--- config.mk ---
export PLATFORM = sky130hd
export DESIGN_NAME = section_key_value_tokenizer
export DESIGN_NICKNAME = d
export VERILOG_FILES = /design/src/sv/skvt_pkg.sv /design/src/sv/skvt_cell.sv /design/src/sv/skvt_decode.sv /design/src/sv/section_key_value_tokenizer.sv
export SDC_FILE = /design/constraint.sdc
export NUM_CORES = 1
export LEC_CHECK = 0
export BUFFER_PORTS_ARGS = -buffer_cell sky130_fd_sc_hd__buf_4
export CAP_MARGIN = 40
export CORE_ASPECT_RATIO = 1.4
export CORE_MARGIN = 2
export CORE_UTILIZATION = 54
export DETAILED_ROUTE_END_ITERATION = 10
export PLACE_DENSITY_LB_ADDON = 0.1
export REMOVE_ABC_BUFFERS = 1
export SYNTH_ARGS = -nofsm -noshare
export SYNTH_HDL_FRONTEND = slang
export SYNTH_SLANG_ARGS = --single-unit
--- constraint.sdc ---
create_clock -name clock -period 7.11 [get_ports clock]
set_clock_uncertainty 0.05 [all_clocks]
set_input_delay 0.3555 -clock clock [delete_from_list [all_inputs] [get_ports clock]]
set_output_delay 0.3555 -clock clock [all_outputs]
set_load 0.01 [all_outputs]
--- src/sv/skvt_pkg.sv ---
`timescale 1ns / 1ps
// ----------------------------------------------------------------------------
// skvt_pkg
// Types, codes and character constants for the section/key/value tokenizer.
// ----------------------------------------------------------------------------
package skvt_pkg;

   // sizing defaults
   localparam int STACK_DEPTH_DEFAULT = 16;
   localparam logic [4:0] SECTION_MAX = 5'd16;

   // parse modes
   typedef logic [2:0] mode_type;
   localparam mode_type MODE_NONE     = 3'd0;
   localparam mode_type MODE_NAME     = 3'd1;
   localparam mode_type MODE_SECTION  = 3'd2;
   localparam mode_type MODE_KEY      = 3'd3;
   localparam mode_type MODE_VALUE    = 3'd4;
   localparam mode_type MODE_LCOMMENT = 3'd5;
   localparam mode_type MODE_BCOMMENT = 3'd6;

   // event codes
   typedef logic [3:0] event_type;
   localparam event_type EV_NONE      = 4'd0;
   localparam event_type EV_NAME_CHAR = 4'd1;
   localparam event_type EV_NAME_END  = 4'd2;
   localparam event_type EV_OPEN      = 4'd3;
   localparam event_type EV_CLOSE     = 4'd4;
   localparam event_type EV_KEY_CHAR  = 4'd5;
   localparam event_type EV_KEY_END   = 4'd6;
   localparam event_type EV_VAL_CHAR  = 4'd7;
   localparam event_type EV_PAIR_END  = 4'd8;
   localparam event_type EV_ERROR     = 4'd9;

   // error codes
   typedef logic [3:0] err_type;
   localparam err_type ERR_NONE     = 4'd0;
   localparam err_type ERR_LBRACKET = 4'd1;
   localparam err_type ERR_RBRACKET = 4'd2;
   localparam err_type ERR_LBRACE   = 4'd3;
   localparam err_type ERR_RBRACE   = 4'd4;
   localparam err_type ERR_EQUALS   = 4'd5;
   localparam err_type ERR_SEMI     = 4'd6;
   localparam err_type ERR_CLOSER   = 4'd7;
   localparam err_type ERR_OVERFLOW = 4'd8;

   // stack cell operations
   typedef logic [1:0] stack_op_type;
   localparam stack_op_type OP_HOLD = 2'd0;
   localparam stack_op_type OP_PUSH = 2'd1;
   localparam stack_op_type OP_POP  = 2'd2;
   localparam stack_op_type OP_LOAD = 2'd3;

   // characters
   localparam logic [7:0] CH_TAB      = 8'h09;
   localparam logic [7:0] CH_LF       = 8'h0A;
   localparam logic [7:0] CH_CR       = 8'h0D;
   localparam logic [7:0] CH_SPACE    = 8'h20;
   localparam logic [7:0] CH_STAR     = 8'h2A;
   localparam logic [7:0] CH_SLASH    = 8'h2F;
   localparam logic [7:0] CH_SEMI     = 8'h3B;
   localparam logic [7:0] CH_EQUALS   = 8'h3D;
   localparam logic [7:0] CH_UPPER_A  = 8'h41;
   localparam logic [7:0] CH_UPPER_Z  = 8'h5A;
   localparam logic [7:0] CH_LBRACKET = 8'h5B;
   localparam logic [7:0] CH_RBRACKET = 8'h5D;
   localparam logic [7:0] CH_LBRACE   = 8'h7B;
   localparam logic [7:0] CH_RBRACE   = 8'h7D;
   localparam logic [7:0] CASE_OFFSET = 8'h20;

   // decoder result for one character
   typedef struct packed {
      stack_op_type op;
      mode_type     new_mode;
      logic         sec_inc;
      logic         sec_dec;
      event_type    ev;
      logic [7:0]   chr;
      err_type      err;
   } dec_type;

   // one result transaction
   typedef struct packed {
      event_type  ev;
      logic       doc_ok;
      mode_type   mode_now;
      logic [4:0] depth;
      err_type    err;
      logic [7:0] chr;
   } rsp_type;

endpackage

--- src/sv/skvt_cell.sv ---
`timescale 1ns / 1ps
// ----------------------------------------------------------------------------
// skvt_cell
// One entry of the shifting mode stack: takes its upper neighbor on a push,
// its lower neighbor on a pop, the supplied mode on a load.
// ----------------------------------------------------------------------------
module skvt_cell
   import skvt_pkg::*;
(
   input  logic         clock,
   input  logic         reset,
   input  logic         enable,
   input  stack_op_type op,
   input  mode_type     upper_mode,
   input  mode_type     lower_mode,
   output mode_type     mode_ff
);

   mode_type mode_in;

   // next entry value
   always_comb begin
      mode_in = mode_ff;
      if (enable) begin
         unique case (op)
            OP_HOLD: mode_in = mode_ff;
            OP_PUSH: mode_in = upper_mode;
            OP_POP:  mode_in = lower_mode;
            OP_LOAD: mode_in = upper_mode;
            default: mode_in = mode_ff;
         endcase
      end
   end

   always_ff @(posedge clock) begin
      if (reset) begin
         mode_ff <= MODE_NONE;
      end else begin
         mode_ff <= mode_in;
      end
   end

endmodule

--- src/sv/skvt_decode.sv ---
`timescale 1ns / 1ps
// ----------------------------------------------------------------------------
// skvt_decode
// Normalizes one character and classifies it against the top parse mode.
// ----------------------------------------------------------------------------
module skvt_decode
   import skvt_pkg::*;
(
   input  logic [7:0] ch,
   input  logic [7:0] next_ch,
   input  logic       has_next,
   input  mode_type   top_mode,
   input  logic       stack_full,
   output dec_type    dec
);

   logic [7:0] c;
   logic       is_tok;
   logic       in_comment;
   logic       is_bracket_like;

   // character normalization
   always_comb begin
      c = ch;
      if (ch == CH_CR) begin
         c = CH_LF;
      end else if (ch == CH_TAB) begin
         c = CH_SPACE;
      end else if (ch >= CH_UPPER_A && ch <= CH_UPPER_Z) begin
         c = ch + CASE_OFFSET;
      end
   end

   assign is_tok = (c == CH_LBRACE) || (c == CH_RBRACE) || (c == CH_LBRACKET) ||
                   (c == CH_RBRACKET) || (c == CH_SEMI) || (c == CH_EQUALS) ||
                   (c == CH_SLASH) || (c == CH_STAR) || (c == CH_LF);
   assign in_comment = (top_mode == MODE_LCOMMENT) || (top_mode == MODE_BCOMMENT);
   assign is_bracket_like = (c == CH_LBRACKET) || (c == CH_RBRACKET) ||
                            (c == CH_LBRACE) || (c == CH_RBRACE) ||
                            (c == CH_SLASH) || (c == CH_STAR);

   // classification
   always_comb begin
      dec          = '0;
      dec.op       = OP_HOLD;
      dec.new_mode = MODE_NONE;
      dec.ev       = EV_NONE;
      dec.err      = ERR_NONE;
      if (is_tok) begin
         priority if (top_mode == MODE_VALUE && is_bracket_like) begin
            dec.ev  = EV_VAL_CHAR;
            dec.chr = c;
         end else if (c == CH_LBRACKET) begin
            if (top_mode == MODE_NONE || top_mode == MODE_SECTION) begin
               if (stack_full) begin
                  dec.err = ERR_OVERFLOW;
               end else begin
                  dec.op       = OP_PUSH;
                  dec.new_mode = MODE_NAME;
               end
            end else begin
               dec.err = ERR_LBRACKET;
            end
         end else if (c == CH_RBRACKET) begin
            if (top_mode == MODE_NAME) begin
               dec.op      = OP_POP;
               dec.sec_inc = 1'b1;
               dec.ev      = EV_NAME_END;
            end else begin
               dec.err = ERR_RBRACKET;
            end
         end else if (c == CH_LBRACE) begin
            if (top_mode == MODE_NONE || top_mode == MODE_SECTION) begin
               if (stack_full) begin
                  dec.err = ERR_OVERFLOW;
               end else begin
                  dec.op       = OP_PUSH;
                  dec.new_mode = MODE_SECTION;
                  dec.ev       = EV_OPEN;
               end
            end else begin
               dec.err = ERR_LBRACE;
            end
         end else if (c == CH_RBRACE) begin
            if (top_mode == MODE_SECTION) begin
               dec.op      = OP_POP;
               dec.sec_dec = 1'b1;
               dec.ev      = EV_CLOSE;
            end else begin
               dec.err = ERR_RBRACE;
            end
         end else if (c == CH_EQUALS) begin
            // key end swaps the top entry for value mode
            if (top_mode == MODE_KEY) begin
               dec.op       = OP_LOAD;
               dec.new_mode = MODE_VALUE;
               dec.ev       = EV_KEY_END;
            end else if (!in_comment) begin
               dec.err = ERR_EQUALS;
            end
         end else if (c == CH_SEMI) begin
            if (top_mode == MODE_VALUE) begin
               dec.op = OP_POP;
               dec.ev = EV_PAIR_END;
            end else if (!in_comment) begin
               dec.err = ERR_SEMI;
            end
         end else if (c == CH_SLASH) begin
            // comment opener
            if (has_next && (next_ch == CH_SLASH || next_ch == CH_STAR) && !in_comment) begin
               if (stack_full) begin
                  dec.err = ERR_OVERFLOW;
               end else begin
                  dec.op       = OP_PUSH;
                  dec.new_mode = (next_ch == CH_SLASH) ? MODE_LCOMMENT : MODE_BCOMMENT;
               end
            end
         end else if (c == CH_STAR) begin
            // block comment closer
            if (has_next && next_ch == CH_SLASH) begin
               if (top_mode == MODE_BCOMMENT) begin
                  dec.op = OP_POP;
               end else begin
                  dec.err = ERR_CLOSER;
               end
            end
         end else begin
            // line end closes a line comment
            if (top_mode == MODE_LCOMMENT) begin
               dec.op = OP_POP;
            end
         end
      end else begin
         if (top_mode == MODE_SECTION && c != CH_SPACE) begin
            // first key character opens key mode
            if (stack_full) begin
               dec.err = ERR_OVERFLOW;
            end else begin
               dec.op       = OP_PUSH;
               dec.new_mode = MODE_KEY;
               dec.ev       = EV_KEY_CHAR;
               dec.chr      = c;
            end
         end else if (top_mode == MODE_NAME) begin
            dec.ev  = EV_NAME_CHAR;
            dec.chr = c;
         end else if (top_mode == MODE_KEY) begin
            dec.ev  = EV_KEY_CHAR;
            dec.chr = c;
         end else if (top_mode == MODE_VALUE) begin
            dec.ev  = EV_VAL_CHAR;
            dec.chr = c;
         end
      end
      // errors override the event
      if (dec.err != ERR_NONE) begin
         dec.ev  = EV_ERROR;
         dec.chr = '0;
      end
   end

endmodule

--- src/sv/section_key_value_tokenizer.sv ---
`timescale 1ns / 1ps
// Each result is registered in the output entry, or the skid entry when held.
// Throughput: one character per cycle while req_tready is high; the loop is
// decode of the top cell of the mode stack chain and its update in the same cycle.
// A two-entry output stage keeps req_tready high while one result waits.
// Reset (synchronous): stack to a single base entry of mode none, zero open
// sections, error flag clear, output stage empty.
// ----------------------------------------------------------------------------
// section_key_value_tokenizer
// Character tokenizer for sectioned key/value text with a shifting mode stack.
// ----------------------------------------------------------------------------
module section_key_value_tokenizer
   import skvt_pkg::*;
#(
   parameter int MODE_STACK_DEPTH = STACK_DEPTH_DEFAULT
)
(
   input  logic        clock,
   input  logic        reset,
   // input transaction
   input  logic        req_tvalid,
   output logic        req_tready,
   input  logic [15:0] req_tdata,   // [7:0] ch, [15:8] next_ch
   input  logic        req_tuser,   // [0] has_next
   // result transaction
   output logic        rsp_tvalid,
   input  logic        rsp_tready,
   output logic [23:0] rsp_tdata,   // [7:0] char_out, [11:8] error_kind,
                                    // [16:12] section_depth, [19:17] mode_now,
                                    // [20] doc_ok, [23:21] zero
   output logic [3:0]  rsp_tuser    // [3:0] event_res
);

   localparam int CNT_W = $clog2(MODE_STACK_DEPTH + 1);

   logic             accept;
   dec_type          dec;
   stack_op_type     op_eff;
   mode_type         cell_mode [MODE_STACK_DEPTH];
   mode_type         top_next;
   logic [CNT_W-1:0] count_ff, count_in;
   logic [4:0]       section_ff, section_in;
   logic             err_seen_ff, err_seen_in;
   logic             stack_full;
   rsp_type          new_rsp;
   rsp_type          out_ff, out_in, skid_ff, skid_in;
   logic             out_valid_ff, out_valid_in;
   logic             skid_valid_ff, skid_valid_in;
   logic             take;

   assign req_tready = !skid_valid_ff;
   assign accept     = req_tvalid && req_tready;
   assign stack_full = (count_ff == CNT_W'(MODE_STACK_DEPTH));

   // character classification against the top cell
   skvt_decode u_decode (
      .ch         (req_tdata[7:0]),
      .next_ch    (req_tdata[15:8]),
      .has_next   (req_tuser),
      .top_mode   (cell_mode[0]),
      .stack_full (stack_full),
      .dec        (dec)
   );

   // the base entry is never popped
   assign op_eff = (dec.op == OP_POP && count_ff <= CNT_W'(1)) ? OP_HOLD : dec.op;

   // mode stack chain, cell 0 holds the top
   for (genvar i = 0; i < MODE_STACK_DEPTH; i++) begin : g_cell
      stack_op_type cell_op;
      mode_type     upper;
      mode_type     lower;
      if (i == 0) begin : g_top
         assign cell_op = op_eff;
         assign upper   = dec.new_mode;
      end else begin : g_body
         assign cell_op = (op_eff == OP_LOAD) ? OP_HOLD : op_eff;
         assign upper   = cell_mode[i-1];
      end
      if (i == MODE_STACK_DEPTH - 1) begin : g_last
         assign lower = MODE_NONE;
      end else begin : g_inner
         assign lower = cell_mode[i+1];
      end
      skvt_cell u_cell (
         .clock      (clock),
         .reset      (reset),
         .enable     (accept),
         .op         (cell_op),
         .upper_mode (upper),
         .lower_mode (lower),
         .mode_ff    (cell_mode[i])
      );
   end

   // top mode after this step
   always_comb begin
      unique case (op_eff)
         OP_HOLD: top_next = cell_mode[0];
         OP_PUSH: top_next = dec.new_mode;
         OP_POP:  top_next = cell_mode[1];
         OP_LOAD: top_next = dec.new_mode;
         default: top_next = cell_mode[0];
      endcase
   end

   // stack fill, section count and sticky error
   always_comb begin
      count_in    = count_ff;
      section_in  = section_ff;
      err_seen_in = err_seen_ff;
      if (accept) begin
         if (op_eff == OP_PUSH) begin
            count_in = count_ff + CNT_W'(1);
         end else if (op_eff == OP_POP) begin
            count_in = count_ff - CNT_W'(1);
         end
         if (dec.sec_inc && section_ff < SECTION_MAX) begin
            section_in = section_ff + 5'd1;
         end else if (dec.sec_dec && section_ff != 5'd0) begin
            section_in = section_ff - 5'd1;
         end
         if (dec.err != ERR_NONE) begin
            err_seen_in = 1'b1;
         end
      end
   end

   // result assembly
   always_comb begin
      new_rsp.ev       = dec.ev;
      new_rsp.chr      = dec.chr;
      new_rsp.err      = dec.err;
      new_rsp.depth    = section_in;
      new_rsp.mode_now = top_next;
      new_rsp.doc_ok   = (count_in == CNT_W'(1)) && (top_next == MODE_NONE) && !err_seen_in;
   end

   // output register with skid entry
   assign take = out_valid_ff && rsp_tready;
   always_comb begin
      out_in        = out_ff;
      out_valid_in  = out_valid_ff;
      skid_in       = skid_ff;
      skid_valid_in = skid_valid_ff;
      if (skid_valid_ff) begin
         if (take) begin
            out_in        = skid_ff;
            skid_valid_in = 1'b0;
         end
      end else if (accept) begin
         if (!out_valid_ff || take) begin
            out_in       = new_rsp;
            out_valid_in = 1'b1;
         end else begin
            skid_in       = new_rsp;
            skid_valid_in = 1'b1;
         end
      end else if (take) begin
         out_valid_in = 1'b0;
      end
   end

   always_ff @(posedge clock) begin
      if (reset) begin
         count_ff      <= CNT_W'(1);
         section_ff    <= '0;
         err_seen_ff   <= 1'b0;
         out_valid_ff  <= 1'b0;
         skid_valid_ff <= 1'b0;
      end else begin
         count_ff      <= count_in;
         section_ff    <= section_in;
         err_seen_ff   <= err_seen_in;
         out_valid_ff  <= out_valid_in;
         skid_valid_ff <= skid_valid_in;
      end
   end

   always_ff @(posedge clock) begin
      out_ff  <= out_in;
      skid_ff <= skid_in;
   end

   // port packing
   assign rsp_tvalid = out_valid_ff;
   assign rsp_tuser  = out_ff.ev;
   assign rsp_tdata  = {3'b000, out_ff.doc_ok, out_ff.mode_now, out_ff.depth,
                        out_ff.err, out_ff.chr};

endmodule

Yosys cells after proc, flatten, opt, wreduce, memory -nomap -nowiden --
Index checks and enable logic that the tools add are counted. Widths: inputs -> output; s select.
Storage, ports and cells: register bits after elaboration 111, bits in latches 0, bits in writable memories 0, memory bits (read-only) 0, output and inout port bits 30, word-level logic and storage cells 253, memories 0
Cells by class: add/subtract/negate cells 5, $mul 0, div/mod/pow operators 0, $lt $le $gt $ge 4, equal/unequal tests 31, shift-type cells 0, multiplexer cells 128, bitwise logic cells 3, reductions and logical operators 49
Operator list (number):
- $mux 5 | 25
- $mux 4 | 29
- $mux 25 | 4
- $pmux 3 s2 | 15
- $eq 8x6->1 const B | 6
- $mux 12 | 4
- $mux 2 | 18
- $eq 8x7->1 const B | 4
- $mux 8 | 4
- $mux 3 | 9
- $eq 8x4->1 const B | 3
- $mux 11 | 2
- $logic_or 1x1->1 | 17
- $mux 16 | 1
- $mux 1 | 14
- $logic_and 1x1->1 | 13
- $add 5x1->5 const B | 2
- $eq 2x2->1 const B | 5
- $sub 5x1->5 const B | 2
- $eq 3x3->1 const B | 3
- $pmux 3 s3 | 1
- $reduce_and 3->1 | 3
- $add 8x6->8 const B | 1
- $ge 8x7->1 const B | 1
- 21 further kinds | 34

Logic depth before layout (Yosys ltp) --
word-level depth 37, gate-level depth with buffers 19

Cells and area by module --
From an unflattened synthesis, not the netlist that was laid out.
Unflattened totals: cells, all modules 609, area, all modules 6226.0 µm²
Modules (own cells, without submodules):
- section_key_value_tokenizer | instances 1, cells each 218, area each 2839.0 µm², seq. area each 1761.7 µm²
- skvt_cell | instances 16, cells each 13, area each 138.9 µm², seq. area each 60.1 µm²
- skvt_decode | instances 1, cells each 183, area each 1164.9 µm², seq. area each 0.0 µm²

Worst setup path before layout --
Ideal clock, no wire load.
kind input -> register, start point input port req_tdata[2], end point register out_ff, in the netlist rsp_tdata[20], data pin, library setup time 145 ps, arrival 4087 ps, required time 6915 ps, slack 2828 ps, cell stages on the path 19, path buffers 3, cells stage by stage or4_1 -> buf_2 -> a21bo_1 -> and2_4 -> buf_6 -> a31oi_2 -> a211oi_2 -> or2_2 -> a31o_2 -> inv_1 -> ha_1 -> clkbuf_1 -> inv_1 -> or4_1 -> nor2_1 -> mux2i_1 -> a221oi_2 -> o2111ai_1 -> o21ai_1
RTL lines:
- start, declared | line section_key_value_tokenizer.sv:23 | input logic [15:0] req_tdata,
- end signal, assigned | line section_key_value_tokenizer.sv:181 | out_ff <= out_in;
- end, declared | line section_key_value_tokenizer.sv:46 | rsp_type out_ff, out_in, skid_ff, skid_in;

==> metrics.md <==
| Metric | Value |
|---|---|
| Status | `completed` |
| DIE AREA | `12,130 µm²` |
| P_leak | `2.359 nW` |
| Slew of the pin with the lowest slew margin | `between 0.8 and 0.9 ns` |
| # nets final | `727` |
| Sequential share of power | `0.531` |
| Vias per std cell | `6.006` |
| Ratio of cells with drive above 1 in the final layout | `0.1579` |
| Post-route core utilization | `0.6150` |
| Sink Count | `111` |
| Initial Util | `0.5565` |
| Inst Count DP | `828` |
| Highest-count cells in the layout ignoring fill and taps | `nand2_1, nor2_1, dfxtp_1, buf_4, edfxtp_1` |
| Drt wl/cell | `16.52 µm` |
| Type of origin of the critical path | `primary input` |
| Worst vdd ir | `around 110 µV` |
| Final Total Pwr | `~1.3 mW` |
| Diode count | `0` |
| Seq cells post-synth | `between 100 and 150` |
| Die Ht | `129.5 µm` |
| RSZ-0062 raised after global routing | `false` |
| Synthesized area | `6078 µm²` |
| Netlist cell types | `76` |
| Iter 0 DRT Violations | `285` |
| Row count | `45` |
| # Post-CTS Setup Buffers | `0` |
| WP data arrival | `4.77 ns` |
| Fin cells | `844` |
| Final Hold Slack | `0.1543 ns` |
| Post-synthesis to final-layout area growth | `10.52%` |
| Worst hold-check path type | `primary input to flip-flop` |
| Skew-Pair Late Insertion Delay | `0.35 ns` |
| I/O pin cnt | `51` |
| Hold-fix buffers, CTS | `0` |
| Register area share after synthesis | `0.4479` |
| CTS tree | `built` |
| Dpl ws | `2.217 ns` |
| Post-route setup TNS | `0 ns` |
| Routed Antenna Nets | `0` |
| Peak Freq | `216.9 MHz` |
| DP Wirelength | `9742 µm` |
| Pre-Repair DR Iteration Count | `4` |
| Syn Area/Cell | `8.886 µm²` |
| Primary FF master, synth | `dfxtp_1` |
| GPL Wtd Cong | `0.9198` |
| Vias | `approximately 5,100` |
| CP endpoint kind | `flip-flop` |
| Setup violators final | `0` |
| Gr ovfl total | `0` |
| CTS root buffer | `clkbuf_16` |
| Worst Path Buf+Inv | `3` |
| Gates resized, CTS repair | `0` |
| CP cell instances | `buf_4 -> or4_1 -> o221ai_2 -> and2_1 -> o31a_1 -> nor2_1 -> or2_2 -> a31o_2 -> inv_1 -> ha_1 -> inv_1 -> or4_1 -> nor2_1 -> mux2i_1 -> a221oi_2 -> o2111ai_1 -> o21ai_1` |
| Final slew viol count | `0` |
| Worst relative slew slack | `0.4422` |
| Final worst path period need | `4.611 ns` |
| Sw Pwr | `around 0.33 mW` |
| Critical path's largest stage delay | `0.65 ns` |
| DRT Wirelength | `13,940 µm` |
| Vias in the first global route | `4,837` |
| Clk buf depth | `2` |
| Post-DP Area | `between 6000 and 7000 µm²` |
| Pin count of the biggest net entering global routing | `62` |
| Total global routing track utilization | `0.2395` |
| Number of flops mapped to enable cells by yosys | `50` |
| YS warnings | `0` |
| Commonest non-fill, non-tap cell in the layout | `nand2_1` |
| Crit share post-route | `0.6485` |
| Worst-path maximum fanout | `14` |
| Net Sw Frac | `0.2476` |
| Endpoints failing hold | `0` |
| Fin worst setup slack | `between 2 and 2.5 ns` |
| Async SR Flop Fraction | `0` |
| Max-cap violations | `0` |
| DRC | `0` |
| Die width | `93.67 µm` |
| WP data required | `7.27 ns` |
| Global-route wire length before repair | `23,340 µm` |
| P per Cell Area | `198.4 nW/µm²` |
| Crit path kind | `primary input to flip-flop` |
| Num CTS Buffers | `9` |
| Antenna violations before repair | `0` |
| H-tree level count | `3` |
| Combinational Power Share | `0.116` |
| CP delay by family, top | `simple AND/OR/NAND/NOR gates` |
| Worst-path clk slew | `0.07 ns` |
| Synth Instances | `684` |
| Clock Power Share | `0.354` |
| Critical Path Slowest Stage Cell | `or4_1` |
| Design Area, Final | `~6700 µm²` |
| # port buffers | `47` |
| Filler instances | `971` |
| Internal | `around 1 mW` |
| Core area | `10,920 µm²` |
==> routing by layer <==
layer,GRT usage,up-vias,share of wire
met3,0.03023,34,0.034
met5,0,-,0
li1,-,2512,-
met2,0.4291,117,0.51
met1,0.2931,2406,0.43
met4,0.09122,0,0.029
==> final cells by class <==
type,count,area [µm²],area share
repair buffers,55,425.4,0.06333
well taps,141,176.4,0.02626
clock inverters,5,33.78,0.005029
multi-input cells,501,3042,0.4528
flip-flops and latches,111,2723,0.4053
clock buffers,11,242.7,0.03613
inverters,20,75.07,0.01118
==> registers in the layout (all words and copies together), names as in the netlist <==
name	flops
skid_ff	25
err_seen_ff	1
skid_valid_ff	1
section_ff	5
g_cell.u_cell.mode_ff	48
count_ff	5
rsp_tuser	4
rsp_tvalid	1
rsp_tdata	21
==> worst paths after layout <==
kind                                      from                           end  slack (ns)  cells past startpoint
setup / recovery                  req_tdata[2]                 rsp_tdata[20]        2.50                     17
hold / removal                      rsp_tready                 skid_valid_ff        0.15                      2
setup reg to reg                   count_ff[0]                 rsp_tdata[20]        2.68                     18
hold reg to reg   g_cell[15].u_cell.mode_ff[0]  g_cell[15].u_cell.mode_ff[0]        0.44                      2
==> power by group through the flow <==
stage / sequential, mW / combinational (mW) / clock [mW]
final: 0.707 / 0.154 / 0.471
after detailed placement: 0.722 / 0.154 / 0
after CTS: 0.708 / 0.154 / 0.477
after global routing: 0.710 / 0.170 / 0.503
after global placement: 0.721 / 0.150 / 0
after floorplan: 0.726 / 0.0809 / 0
==> worst reg2reg max path: stages (launching register included) <==
cell and delay [ns]:
dfxtp_1 0.47, inv_1 0.13, ha_1 0.23, nor3b_1 0.17, nand2_1 0.21, nand3_1 0.12, a31oi_2 0.39, a211oi_2 0.18
or2_2 0.36, a31o_2 0.22, inv_1 0.05, ha_1 0.30, inv_1 0.10, or4_1 0.50, nor2_1 0.11, mux2i_1 0.12
a221oi_2 0.25, o2111ai_1 0.16, o21ai_1 0.15
==> cells by family (layout without fill, tap and decap cells) <==
logic type	Yosys count	after routing	share of synthesized area
AND/OR/NAND/NOR	302	302	0.2330
AO/OA/AOI/OAI	157	157	0.1947
flip-flops	111	111	0.4479
buffers and inverters	74	91	0.05372
multiplexers	23	23	0.04199
adder cells (fa/ha/maj)	8	8	0.01647
XOR/XNOR	8	8	0.01153
other	1	3	0.0006169
==> cell usage after synthesis, drive strengths merged (3+ instances only) <==
cell type  instances  area share
a21oi             27       0.022
or4                3      0.0037
o211a              3      0.0049
nand3b             3      0.0037
nor3b              3      0.0037
o21ai             27       0.022
o21a               4      0.0049
o221ai             3      0.0054
and3               9      0.0093
and2               7      0.0076
nand4              4      0.0041
a41oi              4      0.0070
nor4               6       0.011
mux2i              3      0.0049
xnor2              4      0.0058
inv               20       0.012
dfxtp             61        0.20
buf               17       0.019
mux2              20       0.037
a311oi            43       0.062
nand2b             5      0.0051
o22ai              5      0.0051
ha                 8       0.016
nor3              14       0.012
clkbuf            37       0.023
edfxtp            50        0.25
or3                6      0.0062
nor2              78       0.048
or2                3      0.0031
nor2b             10       0.010
nand3             18       0.015
a31oi              6      0.0097
o31ai              6      0.0082
xor2               4      0.0058
nand2            124       0.077
a211oi             6      0.0082
Note: power is estimated with default switching activity, not from simulation.
